File: src/rtl/core/ckd_pkg.sv
// ----------------------------------------------------------------------------
// ckd_pkg
// Types, constants and chord tables for the chord keyboard decoder.
// ----------------------------------------------------------------------------
package ckd_pkg;

  localparam int NumKeys  = 6;
  localparam int CntW     = 4;
  localparam int CharW    = 7;

  typedef enum logic [1:0] {
    MODE_UPPER  = 2'd0,
    MODE_LOWER  = 2'd1,
    MODE_NUMBER = 2'd2,
    MODE_SYMBOL = 2'd3
  } mode_e;

  // Fixed chords, used only when the mode table has no entry
  localparam logic [NumKeys-1:0] CHORD_CAPS   = 6'd1;
  localparam logic [NumKeys-1:0] CHORD_BKSP   = 6'd13;
  localparam logic [NumKeys-1:0] CHORD_SYMBOL = 6'd17;
  localparam logic [NumKeys-1:0] CHORD_LOWER  = 6'd21;
  localparam logic [NumKeys-1:0] CHORD_NUMBER = 6'd25;
  localparam logic [NumKeys-1:0] CHORD_RETURN = 6'd44;

  localparam logic [CharW-1:0] CH_NONE      = 7'h00;
  localparam logic [CharW-1:0] CH_BACKSPACE = 7'h7f;
  localparam logic [CharW-1:0] CH_RETURN    = 7'h0a;
  localparam logic [CharW-1:0] CH_LC_A      = 7'h61;
  localparam logic [CharW-1:0] CH_LC_Z      = 7'h7a;
  localparam logic [CharW-1:0] CASE_OFFSET  = 7'h20;

  typedef struct packed {
    logic press;
    logic release_;
  } lane_evt_t;

  typedef struct packed {
    logic                 chord_valid;
    logic [NumKeys-1:0]   chord;
    logic [CharW-1:0]     char_code;
    mode_e                mode;
  } res_t;

  function automatic logic [CharW-1:0] letter_lookup(input logic [NumKeys-1:0] code);
    logic [CharW-1:0] c;
    unique case (code)
      6'd12: c = 7'h61;  6'd56: c = 7'h62;  6'd10: c = 7'h63;  6'd14: c = 7'h64;
      6'd4:  c = 7'h65;  6'd30: c = 7'h66;  6'd48: c = 7'h67;  6'd34: c = 7'h68;
      6'd6:  c = 7'h69;  6'd50: c = 7'h6a;  6'd18: c = 7'h6b;  6'd38: c = 7'h6c;
      6'd60: c = 7'h6d;  6'd24: c = 7'h6e;  6'd8:  c = 7'h6f;  6'd62: c = 7'h70;
      6'd40: c = 7'h71;  6'd22: c = 7'h72;  6'd16: c = 7'h73;  6'd20: c = 7'h74;
      6'd32: c = 7'h75;  6'd36: c = 7'h76;  6'd54: c = 7'h77;  6'd58: c = 7'h78;
      6'd26: c = 7'h79;  6'd42: c = 7'h7a;  6'd2:  c = 7'h20;  6'd52: c = 7'h2c;
      6'd28: c = 7'h2e;
      default: c = CH_NONE;
    endcase
    return c;
  endfunction

  // Chord 52 gives a closing brace here, as the original table has it.
  function automatic logic [CharW-1:0] number_lookup(input logic [NumKeys-1:0] code);
    logic [CharW-1:0] c;
    unique case (code)
      6'd8:  c = 7'h30;  6'd2:  c = 7'h31;  6'd6:  c = 7'h32;  6'd14: c = 7'h33;
      6'd30: c = 7'h34;  6'd62: c = 7'h35;  6'd32: c = 7'h36;  6'd48: c = 7'h37;
      6'd56: c = 7'h38;  6'd60: c = 7'h39;  6'd52: c = 7'h7d;  6'd28: c = 7'h2e;
      default: c = CH_NONE;
    endcase
    return c;
  endfunction

  function automatic logic [CharW-1:0] symbol_lookup(input logic [NumKeys-1:0] code);
    logic [CharW-1:0] c;
    unique case (code)
      6'd2:  c = 7'h20;  6'd52: c = 7'h2c;  6'd28: c = 7'h2e;  6'd54: c = 7'h2c;
      6'd50: c = 7'h3b;  6'd42: c = 7'h25;  6'd4:  c = 7'h3d;  6'd22: c = 7'h26;
      6'd14: c = 7'h28;  6'd56: c = 7'h29;  6'd16: c = 7'h24;  6'd12: c = 7'h40;
      6'd62: c = 7'h2b;  6'd34: c = 7'h23;  6'd24: c = 7'h2d;  6'd58: c = 7'h21;
      6'd26: c = 7'h3f;  6'd18: c = 7'h2f;  6'd30: c = 7'h7b;  6'd60: c = 7'h7d;
      6'd10: c = 7'h5b;  6'd40: c = 7'h5d;  6'd36: c = 7'h5c;  6'd20: c = 7'h2a;
      6'd6:  c = 7'h3c;  6'd48: c = 7'h3e;
      default: c = CH_NONE;
    endcase
    return c;
  endfunction

  function automatic logic [CharW-1:0] decode_in_mode(input mode_e m,
                                                      input logic [NumKeys-1:0] code);
    logic [CharW-1:0] c;
    unique case (m)
      MODE_UPPER: begin
        c = letter_lookup(code);
        if (c >= CH_LC_A && c <= CH_LC_Z) c = c - CASE_OFFSET;
      end
      MODE_LOWER:  c = letter_lookup(code);
      MODE_NUMBER: c = number_lookup(code);
      MODE_SYMBOL: c = symbol_lookup(code);
      default:     c = CH_NONE;
    endcase
    return c;
  endfunction

endpackage

File: src/rtl/core/ckd_lane.sv
// ----------------------------------------------------------------------------
// ckd_lane
// Debounce lane for one key: accepted level, change counter, press/release.
// ----------------------------------------------------------------------------
module ckd_lane (
  input  logic                    clk_i,
  input  logic                    rst_ni,
  input  logic                    en_i,
  input  logic                    level_i,
  input  logic [ckd_pkg::CntW-1:0] debounce_i,
  output ckd_pkg::lane_evt_t      evt_o
);

  logic                     level_q, level_d;
  logic [ckd_pkg::CntW-1:0] count_q, count_d;
  logic [ckd_pkg::CntW-1:0] count_inc;
  logic                     differs;
  logic                     fire;

  always_comb begin
    differs   = level_i != level_q;
    count_inc = count_q + 4'd1;
    // a count of zero behaves like one: the compare always passes
    fire      = differs && (count_inc >= debounce_i);
    if (!differs || fire) begin
      count_d = '0;
    end else begin
      count_d = count_inc;
    end
    level_d        = fire ? level_i : level_q;
    evt_o.press    = fire && !level_i;
    evt_o.release_ = fire && level_i;
  end

  always_ff @(posedge clk_i or negedge rst_ni) begin
    if (!rst_ni) begin
      level_q <= 1'b1;
      count_q <= '0;
    end else if (en_i) begin
      level_q <= level_d;
      count_q <= count_d;
    end
  end

endmodule

File: src/rtl/core/ckd_merge.sv
// ----------------------------------------------------------------------------
// ckd_merge
// Merges lane events in key order into the held chord, decodes a finished
// chord and tracks the keyboard mode.
// ----------------------------------------------------------------------------
module ckd_merge (
  input  logic                                     clk_i,
  input  logic                                     rst_ni,
  input  logic                                     en_i,
  input  ckd_pkg::lane_evt_t [ckd_pkg::NumKeys-1:0] evt_i,
  output ckd_pkg::res_t                            res_o
);

  logic [ckd_pkg::NumKeys-1:0] held_q, held_d;
  logic                        asm_q, asm_d;
  ckd_pkg::mode_e              mode_q, mode_d;
  logic [ckd_pkg::NumKeys-1:0] result;
  logic [ckd_pkg::CharW-1:0]   ch;

  always_comb begin
    held_d = held_q;
    asm_d  = asm_q;
    result = '0;
    for (int i = 0; i < ckd_pkg::NumKeys; i++) begin
      if (evt_i[i].press) begin
        if (held_d == '0) asm_d = 1'b1;
        held_d[i] = 1'b1;
      end else if (evt_i[i].release_) begin
        if (asm_d) begin
          result = held_d;
          asm_d  = 1'b0;
        end
        held_d[i] = 1'b0;
      end
    end
  end

  always_comb begin
    mode_d = mode_q;
    ch     = ckd_pkg::CH_NONE;
    if (result != '0) begin
      ch = ckd_pkg::decode_in_mode(mode_q, result);
      if (ch == ckd_pkg::CH_NONE) begin
        unique case (result)
          ckd_pkg::CHORD_CAPS: begin
            if (mode_q == ckd_pkg::MODE_UPPER) begin
              mode_d = ckd_pkg::MODE_LOWER;
            end else if (mode_q == ckd_pkg::MODE_LOWER) begin
              mode_d = ckd_pkg::MODE_UPPER;
            end
          end
          ckd_pkg::CHORD_BKSP:   ch = ckd_pkg::CH_BACKSPACE;
          ckd_pkg::CHORD_SYMBOL: mode_d = ckd_pkg::MODE_SYMBOL;
          ckd_pkg::CHORD_LOWER:  mode_d = ckd_pkg::MODE_LOWER;
          ckd_pkg::CHORD_NUMBER: mode_d = ckd_pkg::MODE_NUMBER;
          ckd_pkg::CHORD_RETURN: ch = ckd_pkg::CH_RETURN;
          default: ;
        endcase
      end
    end
    res_o.chord_valid = result != '0;
    res_o.chord       = result;
    res_o.char_code   = ch;
    res_o.mode        = mode_d;
  end

  always_ff @(posedge clk_i or negedge rst_ni) begin
    if (!rst_ni) begin
      held_q <= '0;
      asm_q  <= 1'b0;
      mode_q <= ckd_pkg::MODE_LOWER;
    end else if (en_i) begin
      held_q <= held_d;
      asm_q  <= asm_d;
      mode_q <= mode_d;
    end
  end

endmodule

File: src/rtl/core/chord_keyboard_decoder.sv
// ----------------------------------------------------------------------------
// chord_keyboard_decoder
// Six-key chord keyboard decoder: per-key debounce, chord assembly, decode.
// ----------------------------------------------------------------------------
// Usage:
//   Input channel (in_valid_i / in_stall_o / key_levels_i): one transfer per
//   poll tick, six raw key levels, a level of 0 means pressed.
//   Output channel (out_valid_o / out_stall_i): exactly one result per tick:
//   chord_valid_o, chord_o, char_code_o and mode_now_o.
//   Config: cfg_we_i writes cfg_wdata_i into the debounce count (reset 1);
//   write only while the block is idle.
//   Output: a result is registered into the output register on its input
//   transfer, or into the skid register if stalled. Throughput: one tick per
//   cycle while in_stall_o is low, limited by the lane update and merge path.
//   Stall: a stalled result is held in the output register and the next one
//   goes into a skid register, so one more tick is taken; in_stall_o rises
//   only once the skid register is full.
//   Reset: all keys released, counters clear, no chord held, lower-case
//   mode, debounce count 1, output empty.
// ----------------------------------------------------------------------------
module chord_keyboard_decoder (
  input  logic                         clk_i,
  input  logic                         rst_ni,
  // configuration
  input  logic                         cfg_we_i,
  input  logic [ckd_pkg::CntW-1:0]     cfg_wdata_i,
  // poll ticks in
  input  logic                         in_valid_i,
  output logic                         in_stall_o,
  input  logic [ckd_pkg::NumKeys-1:0]  key_levels_i,
  // results out
  output logic                         out_valid_o,
  input  logic                         out_stall_i,
  output logic                         chord_valid_o,
  output logic [ckd_pkg::NumKeys-1:0]  chord_o,
  output logic [ckd_pkg::CharW-1:0]    char_code_o,
  output logic [1:0]                   mode_now_o
);

  logic [ckd_pkg::CntW-1:0] debounce_q;
  logic                     accept;
  logic                     out_fire;

  ckd_pkg::lane_evt_t [ckd_pkg::NumKeys-1:0] evt;
  ckd_pkg::res_t                             res;

  // output register plus skid stage
  logic          out_valid_q, out_valid_d;
  logic          skid_valid_q, skid_valid_d;
  ckd_pkg::res_t out_q, out_d;
  ckd_pkg::res_t skid_q, skid_d;

  assign in_stall_o = skid_valid_q;
  assign accept     = in_valid_i && !skid_valid_q;
  assign out_fire   = out_valid_q && !out_stall_i;

  always_ff @(posedge clk_i or negedge rst_ni) begin
    if (!rst_ni) begin
      debounce_q <= 4'd1;
    end else if (cfg_we_i) begin
      debounce_q <= cfg_wdata_i;
    end
  end

  // one debounce lane per key, all updating on the same transfer
  for (genvar g = 0; g < ckd_pkg::NumKeys; g++) begin : g_lane
    ckd_lane u_lane (
      .clk_i      (clk_i),
      .rst_ni     (rst_ni),
      .en_i       (accept),
      .level_i    (key_levels_i[g]),
      .debounce_i (debounce_q),
      .evt_o      (evt[g])
    );
  end

  // events are folded in key order, then the finished chord is decoded
  ckd_merge u_merge (
    .clk_i  (clk_i),
    .rst_ni (rst_ni),
    .en_i   (accept),
    .evt_i  (evt),
    .res_o  (res)
  );

  always_comb begin
    out_valid_d  = out_valid_q;
    skid_valid_d = skid_valid_q;
    out_d        = out_q;
    skid_d       = skid_q;
    if (skid_valid_q) begin
      // no transfer possible; drain the skid into the output register
      if (out_fire) begin
        out_d        = skid_q;
        skid_valid_d = 1'b0;
      end
    end else if (accept) begin
      if (!out_valid_q || out_fire) begin
        out_d       = res;
        out_valid_d = 1'b1;
      end else begin
        skid_d       = res;
        skid_valid_d = 1'b1;
      end
    end else if (out_fire) begin
      out_valid_d = 1'b0;
    end
  end

  always_ff @(posedge clk_i or negedge rst_ni) begin
    if (!rst_ni) begin
      out_valid_q  <= 1'b0;
      skid_valid_q <= 1'b0;
    end else begin
      out_valid_q  <= out_valid_d;
      skid_valid_q <= skid_valid_d;
    end
  end

  always_ff @(posedge clk_i) begin
    out_q  <= out_d;
    skid_q <= skid_d;
  end

  assign out_valid_o   = out_valid_q;
  assign chord_valid_o = out_q.chord_valid;
  assign chord_o       = out_q.chord;
  assign char_code_o   = out_q.char_code;
  assign mode_now_o    = out_q.mode;

endmodule

File: config.mk
export PLATFORM = sky130hd
export DESIGN_NAME = chord_keyboard_decoder
export DESIGN_NICKNAME = d
export VERILOG_FILES = /design/src/rtl/core/ckd_pkg.sv /design/src/rtl/core/ckd_lane.sv /design/src/rtl/core/ckd_merge.sv /design/src/rtl/core/chord_keyboard_decoder.sv
export SDC_FILE = /design/constraint.sdc
export NUM_CORES = 1
export LEC_CHECK = 0
export BUFFER_PORTS_ARGS = -buffer_cell sky130_fd_sc_hd__buf_2
export CAP_MARGIN = 20
export CORE_UTILIZATION = 30
export DETAILED_ROUTE_END_ITERATION = 6
export PLACE_DENSITY = 0.47
export SKIP_LAST_GASP = 1
export SYNTH_ARGS = -nofsm -noshare
export SYNTH_HDL_FRONTEND = slang
export SYNTH_SLANG_ARGS = --single-unit
File: constraint.sdc
create_clock -name clk_i -period 5.2 [get_ports clk_i]
set_input_delay 1.04 -clock clk_i [delete_from_list [all_inputs] [get_ports clk_i]]
set_output_delay 1.04 -clock clk_i [all_outputs]
set_load 0.005 [all_outputs]
==> run summary, run 1 <==
largest family of logic cells by synthesized area = compound AO/OA/AOI/OAI gates
hold-fix buffers at CTS = 0
Mean Syn Cell Area = 9.189 µm²
final setup vio count = 0
row cnt = 50
#FFs+latches synth = 77
area of the multi-input gates = 3642 µm²
first-pass detailed-route iteration total = 5
crit path launch = g_lane[4].u_lane.count_q[0]
Crit Path Max Fanout = 8
Main synth FF type = dfrtp_1
Setup crit start kind = flop
Async SR Flop Fraction = 58.44%
GRT Residual Overflow = 0
Initial Util = 31.02%
CTS Buffer Depth = 2
Synth Area in Compound Gates = 25.64%
CTS tree = done
fin crit share = 97.63%
RSZ-0062 raised after global routing = yes
Worst path top cell family by delay = simple AND/OR/NAND/NOR gates
fin crit period = 5077 ps
Required @ worst endpoint = 5290 ps
Ys Warns = 0
DR vias = 5,337
Core Area = 19,020 µm²
share of layout cells above drive strength 1 = 27.10%
clock root buffer = clkbuf_16
CP bufs+invs = 2
R2R depth = 19
clock buffer count from CTS = 9
VDD IR max = 0.1790 mV
Synth Area in XOR/XNOR = 2.375%
Residual DRC = 0
largest net degree at the start of global routing = 46
DP Worst Slack = 58.83 ps
first-pass GRT wire length = 27,170 µm
Fmax = 0.1970 GHz
reg2reg start = g_lane[4].u_lane.count_q[0]
power per cell area = 465.9 nW/µm²
die area = 20,230 µm²
end of the worst register-to-register path = char_code_o[0]
Cell Area, Synth = 5899 µm²
Placed Cells = 967
HPWL Detailed = 12,900 µm
CP Class = reg -> reg
Syn Inst Count = 642
Final Hold Fails = 0
hold slack = 504.3 ps
Ant. Diodes = 0
leakage = 2.877 nW
initial antenna violation count = 0
Register Area = 2097 µm²
post-synthesis mux area share = 4.369%
status = completed
skew final = 11.50 ps
fin cells = 987
final wirelength = 16,960 µm
worst path arrival time = 5170 ps
die height = 142.2 µm
simple-gate share of the synthesized area = 20.40%
count of cell types in the netlist = 96
Rel. slew slack = 46.98%
number of clock sinks = 77
Buffers on Ports = 32
Crit-path slowest cell = dfrtp_1
number of max-cap violations = 0
synth-to-layout area growth = 20.32%
Wirelength per Cell = 17.18 µm
Final Wtd Congestion = 0.9029
final net count = 772
Die Wd = 142.2 µm
clk_lat worst skew = 340 ps
initial DRC count = 350
min-delay worst type = reg -> reg
Vias/cell = 5.407
EDFF count, synth = 32
worst hold path depth = 2
GRT Util Overall = 17.23%
worst path cell trace = ha_1 > xor2_1 > ha_2 > o21a_1 > nor2_1 > or2_1 > or3b_1 > and2_1 > a22oi_2 > and3_4 > o32a_2 > inv_2 > buf_4 > a21o_1 > a31oi_2 > o22ai_1 > o21ai_0 > nand4_1 > mux2_2
Critical Path Stages = 19
Setup WS post-layout = 123.2 ps
I/O pin count = 33
Synth Net Count = 692
Worst setup EP type = flop
Seq/Total Area, Yosys = 35.55%
vias in the first global route = 5,090
Critical Path End = char_code_o[0]
FF-to-FF setup slack = 120 ps
post-synthesis adder-cell area fraction = 7.423%
fillers = 1,945
total power = 0.003307 W
Final ANT Viol Nets = 0
H-tree levels = 3
Least-Margin Pin Slew = 795.2 ps
Slew Viols, Final = 0
max incr delay on CP = 440 ps
Clock transition at path regs = 60 ps
how the worst min path moves through the flow:
| stage | from | end | slack [ps] |
|---|---|---|---|
| 6_report | g_lane[4].u_lane.count_q[3] | g_lane[4].u_lane.count_q[3] | 500 |
| 5_1_grt | g_lane[4].u_lane.count_q[3] | g_lane[4].u_lane.count_q[3] | 520 |
| 4_1_cts | g_lane[4].u_lane.count_q[3] | g_lane[4].u_lane.count_q[3] | 510 |
| 3_5_place_dp | g_lane[4].u_lane.count_q[3] | g_lane[4].u_lane.count_q[3] | 490 |
| 3_3_place_gp | g_lane[3].u_lane.count_q[3] | g_lane[3].u_lane.count_q[3] | 490 |
| 2_1_floorplan | g_lane[0].u_lane.count_q[3] | g_lane[0].u_lane.count_q[3] | 470 |
metrics by stage:
| stage | setup TNS (ps) | util (%) | cell area, µm² |
|---|---|---|---|
| floorplan | 0 | - | 5899 |
| global placement | 0 | 35.16 | 6688 |
| detailed placement | 0 | 35.16 | 6688 |
| CTS | 0 | 36.61 | 6963 |
| global route | -40.44 | 37.32 | 7098 |
| finish | 0 | 37.32 | 7098 |
synthesized netlist by cell type (16+ instances only):
| cell type | number | area share, % |
|---|---|---|
| a21oi_1 | 32 | 2.7 |
| dfrtp_1 | 37 | 16 |
| edfxtp_1 | 32 | 16 |
| ha_1 | 35 | 7.4 |
| inv_1 | 21 | 1.3 |
| mux2_2 | 20 | 3.8 |
| nand2_1 | 77 | 4.9 |
| nand2b_1 | 16 | 1.7 |
| nand3_1 | 18 | 1.5 |
| nor2_1 | 45 | 2.9 |
| nor3_1 | 20 | 1.7 |
| o21ai_0 | 57 | 4.8 |
registers in the layout (all words and copies together) (netlist names), 2 cells and up:
name,flops
g_lane.u_lane.level_q,6
mode_now_o,2
u_merge.held_q,6
g_lane.u_lane.count_q,24
u_merge.mode_q,2
chord_o,6
debounce_q,4
skid_q,16
char_code_o,7
routing by layer:
layer	vias up	global-route usage, %	part of all wire, %
li1	2584	-	-
met1	2546	23.99	49
met2	175	25.88	43
met3	32	3.769	5.3
met4	0	6.565	2.4
met5	-	0	0
tightest hold or removal path, stage by stage (launching register included):
cell     delay (ps)
dfrtp_1         360
nand2_1          50
o21ai_0          60
cells in the final DEF, fill, tap and decap left out, drive strengths merged, types with 7 or more instances in the layout:
| cell | n |
|---|---|
| a2111oi | 8 |
| a211oi | 10 |
| a21o | 7 |
| a21oi | 32 |
| a22o | 7 |
| a31oi | 11 |
| buf | 96 |
| clkbuf | 10 |
| dfrtp | 37 |
| dfstp | 8 |
| edfxtp | 32 |
| ha | 35 |
| inv | 29 |
| mux2 | 22 |
| nand2 | 78 |
| nand2b | 17 |
| nand3 | 18 |
| nand4 | 9 |
| nor2 | 47 |
| nor3 | 20 |
| o211ai | 7 |
| o21ai | 61 |
| o22ai | 8 |
| or2 | 9 |
| or3 | 7 |
| xnor2 | 9 |
| xor2 | 7 |
power breakdown:
part / leakage (nW) / switching (W) / internal, W
Clock: 0.133 / 0.000275 / 0.000330
Combinational: 1.88 / 0.000932 / 0.000733
Sequential: 0.860 / 0.000159 / 0.000878
layout make-up:
class	instances	share of cell area, %
Timing Repair Buffer	96	9.201
Clock inverter	6	0.6346
Clock buffer	10	3.243
Sequential cell	77	29.54
Inverter	26	1.481
Multi-Input combinational cell	512	51.31
Tap cell	260	4.583
cell families after synthesis:
group,count (synthesis)
AOI/OAI and AO/OA,202
and+or+nand+nor,236
DFF,77
adders and majority gates,35
muxes,23
xor gates and xnor gates,16
buffers and inverters,53
timing repair:
| action | 4_1_cts | 5_1_grt |
|---|---|---|
| setup endpoints to repair | 0 | 9 |
| gates resized for setup | 0 | 20 |
| buffers inserted | 0 | 3 |
(Power assumes the default switching activity.)
==> run 2, diff against run 1 <==
--- a/config.mk
+++ b/config.mk
@@ -7,2 +7,3 @@
 export LEC_CHECK = 0
+export ABC_AREA = 1
 export BUFFER_PORTS_ARGS = -buffer_cell sky130_fd_sc_hd__buf_2
@@ -11,2 +12,3 @@
 export DETAILED_ROUTE_END_ITERATION = 6
+export MAX_ROUTING_LAYER = met4
 export PLACE_DENSITY = 0.47
--- a/constraint.sdc
+++ b/constraint.sdc
@@ -3,2 +3,2 @@
 set_output_delay 1.04 -clock clk_i [all_outputs]
-set_load 0.005 [all_outputs]
+set_load 0.05 [all_outputs]
==> run 2 against run 1 <==
- hold slack about the same
- area after synthesis decreased by 6.3%
- flip-flop and latch count unchanged
- utilization decreased by 2.4 points
- sequential power is essentially flat
- total power decreased by 7.8%
- synthesized cell count rose by 13%
- maximum frequency grew 8.3%
- largest power group unchanged
- highest routed layer unchanged
==> run summary, run 2 <==
Ant. Diodes = 0 (unchanged)
GRT Util Overall = 18.12% (+0.89 points)
crit-path most repeated cell = nand2_1
Placed Cells = 981 (+1.4%)
number of clock sinks = 77 (unchanged)
share of Yosys cell area claimed by the top area cell type = 17.38% (+1.1 points)
Final Wtd Congestion = 0.9830 (+8.9%)
status = completed
Vias/cell = 5.060 (-6.4%)
row cnt = 49 (-2.0%)
Slew Viols, Final = 0 (unchanged)
Core Area = 18,020 µm² (-5.2%)
first-pass GRT wire length = 25,540 µm (-6.0%)
count of cell types in the netlist = 44 (-54%)
Setup crit start kind = flop
Async SR Flop Fraction = 58.44% (unchanged)
Final Hold Fails = 0 (unchanged)
Ys Warns = 0 (unchanged)
FF-to-FF setup slack = 510 ps (+390 ps)
max incr delay on CP = 420 ps (-20 ps)
skew final = 8.484 ps (-3.015 ps)
die area = 18,970 µm² (-6.2%)
largest cells by area after synthesis = edfxtp_1 17%, dfrtp_1 17%, nand2_1 13%
Register Area = 2097 µm² (unchanged)
#FFs+latches synth = 77 (unchanged)
fillers = 1,940 (-0.26%)
CTS Buffer Depth = 2 (unchanged)
Mean Syn Cell Area = 7.614 µm² (-17%)
setup TNS = 0 ps (unchanged)
share of layout cells above drive strength 1 = 15.47% (-12 points)
Required @ worst endpoint = 5300 ps (about the same)
most frequent cells in the layout = 195 x nand2_1, 84 x inv_1, 58 x nand3_1
fin crit share = 90.17% (-7.5 points)
number of max-cap violations = 0 (unchanged)
synth-to-layout area growth = 13.85%
Largest register FFs = 24 (unchanged)
fin cells = 998 (+1.1%)
Reg with most FFs = g_lane.u_lane.count_q
CP bufs+invs = 5 (+3)
I/O pin count = 33 (unchanged)
die height = 137.7 µm (-3.2%)
Clock transition at path regs = 70 ps (about the same)
Synth Net Count = 776 (+12%)
CP Class = reg -> reg
Final Core Density = 34.92% (-2.4 points)
Crit-path slowest cell = dfrtp_1
H-tree levels = 3 (unchanged)
initial antenna violation count = 0 (unchanged)
final setup vio count = 0 (unchanged)
DR vias = 5,050 (-5.4%)
clk_lat worst skew = 340 ps (about the same)
VDD IR max = 0.4230 mV (+140%)
DP Worst Slack = 332.1 ps (+273.3 ps)
CTS tree = done
first-pass detailed-route iteration total = 5 (unchanged)
power per cell area = 484.7 nW/µm² (+4.0%)
Setup WS post-layout = 511.4 ps (+388.2 ps)
HPWL Detailed = 11,640 µm (-9.7%)
Residual DRC = 0 (unchanged)
worst path arrival time = 4790 ps (-380 ps)
most numerous cell in the Yosys netlist = nand2_1
Initial Util = 30.67% (-0.35 points)
top cells by count, synth = 197 x nand2_1, 84 x inv_1, 59 x nand3_1
Rel. slew slack = 50.83% (+3.8 points)
Cell Area, Synth = 5528 µm² (-6.3%)
GRT Residual Overflow = 0 (unchanged)
Fmax = 0.2133 GHz (+8.3%)
EDFF count, synth = 32 (unchanged)
Die Wd = 137.7 µm (-3.2%)
Seq/Total Area, Yosys = 37.94% (+2.4 points)
most area-hungry cell type in the Yosys netlist = edfxtp_1
RSZ-0062 raised after global routing = no
Least-Margin Pin Slew = 737.6 ps (-57.63 ps)
commonest non-fill, non-tap cell in the layout = nand2_1
Wirelength per Cell = 15.67 µm (-8.8%)
Buffers on Ports = 32 (unchanged)
area of the multi-input gates = 3023 µm² (-17%)
initial DRC count = 329 (-6.0%)
Syn Inst Count = 726 (+13%)
Final ANT Viol Nets = 0 (unchanged)
vias in the first global route = 4,988 (-2.0%)
final wirelength = 15,640 µm (-7.8%)
fin crit period = 4689 ps (-388.2 ps)
largest net degree at the start of global routing = 46 (unchanged)
min-delay worst type = reg -> reg
Worst setup EP type = flop
clock buffer count from CTS = 9 (unchanged)
leakage = 3.080 nW (+7.1%)
final net count = 814 (+5.4%)
Worst path top cell family by delay = simple AND/OR/NAND/NOR gates
clock root buffer = clkbuf_16
Crit Path Max Fanout = 14 (+6)
Main synth FF type = dfrtp_1
## run 2: changes by cell type after synthesis, moves of 8 or more
| cell | previous run | this run |
|---|---|---|
| a211oi_1 | 9 | 0 |
| mux2_2 | 20 | 1 |
| nand2_1 | 77 | 197 |
| nand3_1 | 18 | 59 |
| nand2_2 | 1 | 9 |
| a21oi_1 | 32 | 23 |
| inv_1 | 21 | 84 |
| nand2b_1 | 16 | 0 |
| nand4_1 | 8 | 18 |
| nand3_2 | 0 | 9 |
| nor3_1 | 20 | 2 |
## run 2: per-stage QoR
| stage | cell area (µm²) | total power, W | hold WS (ps) |
|---|---|---|---|
| final | 6294 | 0.003050 | 503.9 |
| after global placement | 5967 | 0.002390 | 494.7 |
| after floorplan | 5528 | 0.002034 | 474.3 |
| after CTS | 6266 | 0.003075 | 505.0 |
| after global routing | 6294 | 0.003300 | 529.5 |
| after detailed placement | 5967 | 0.002409 | 496.6 |
## run 2: final timing paths
check / startpoint / to / cells past startpoint
worst max-delay path: g_lane[0].u_lane.count_q[0] / char_code_o[6] / 34
worst min-delay path: g_lane[5].u_lane.level_q / g_lane[5].u_lane.level_q / 2
worst max register to register: g_lane[0].u_lane.count_q[0] / char_code_o[6] / 34
worst min register to register: g_lane[5].u_lane.level_q / g_lane[5].u_lane.level_q / 2
max in group asynchronous: rst_ni / out_valid_o / 2
min in group asynchronous: rst_ni / g_lane[1].u_lane.count_q[3] / 2
## run 2: per-layer routing
metal	vias to the layer above	global-route usage, %	part of all wire (%)
met5	-	-	0
met4	0	6.763	2.1
met1	2347	23.28	47
li1	2507	-	-
met3	27	3.091	5.3
met2	169	28.48	45
## run 2: what timing repair did
| action | CTS | global route |
|---|---|---|
| hold buffers | 0 | 0 |
| resized for setup | 0 | 6 |
| setup endpoints to repair | 0 | 7 |
| buffers inserted | 0 | 1 |
## run 2: final cells by class
cell class / instances / area share [%]
Tap cell: 229 / 4.553
Inverter: 94 / 5.606
Timing Repair Buffer: 42 / 3.738
Clock buffer: 10 / 3.638
Sequential cell: 77 / 33.32
Clock inverter: 6 / 1.113
Multi-Input combinational cell: 540 / 48.03
## run 2: report_power, final
part	internal, W	total [W]	switching (W)
combinational	0.000403	0.00140	0.000995
sequential	0.000866	0.00101	0.000140
clock	0.000377	0.000646	0.000269
total	0.00165	0.00305	0.00140
## run 2: tightest hold or removal path, delay by kind of cell (launching register included)
kind | cells | cell delay (ps)
flops | 1 | 370
simple gates | 1 | 50
compound gates | 1 | 70
## run 2: cell families (layout without fill, tap and decap cells)
kind of cell,Yosys count,after routing,share of synthesized area (%)
AOI/OAI and AO/OA,113,113,11.59
xor gates and xnor gates,18,18,2.988
adders and majority gates,35,35,7.922
buffers and inverters,109,152,7.741
DFF,77,77,37.94
muxes,1,1,0.2037
and+or+nand+nor,373,373,31.62
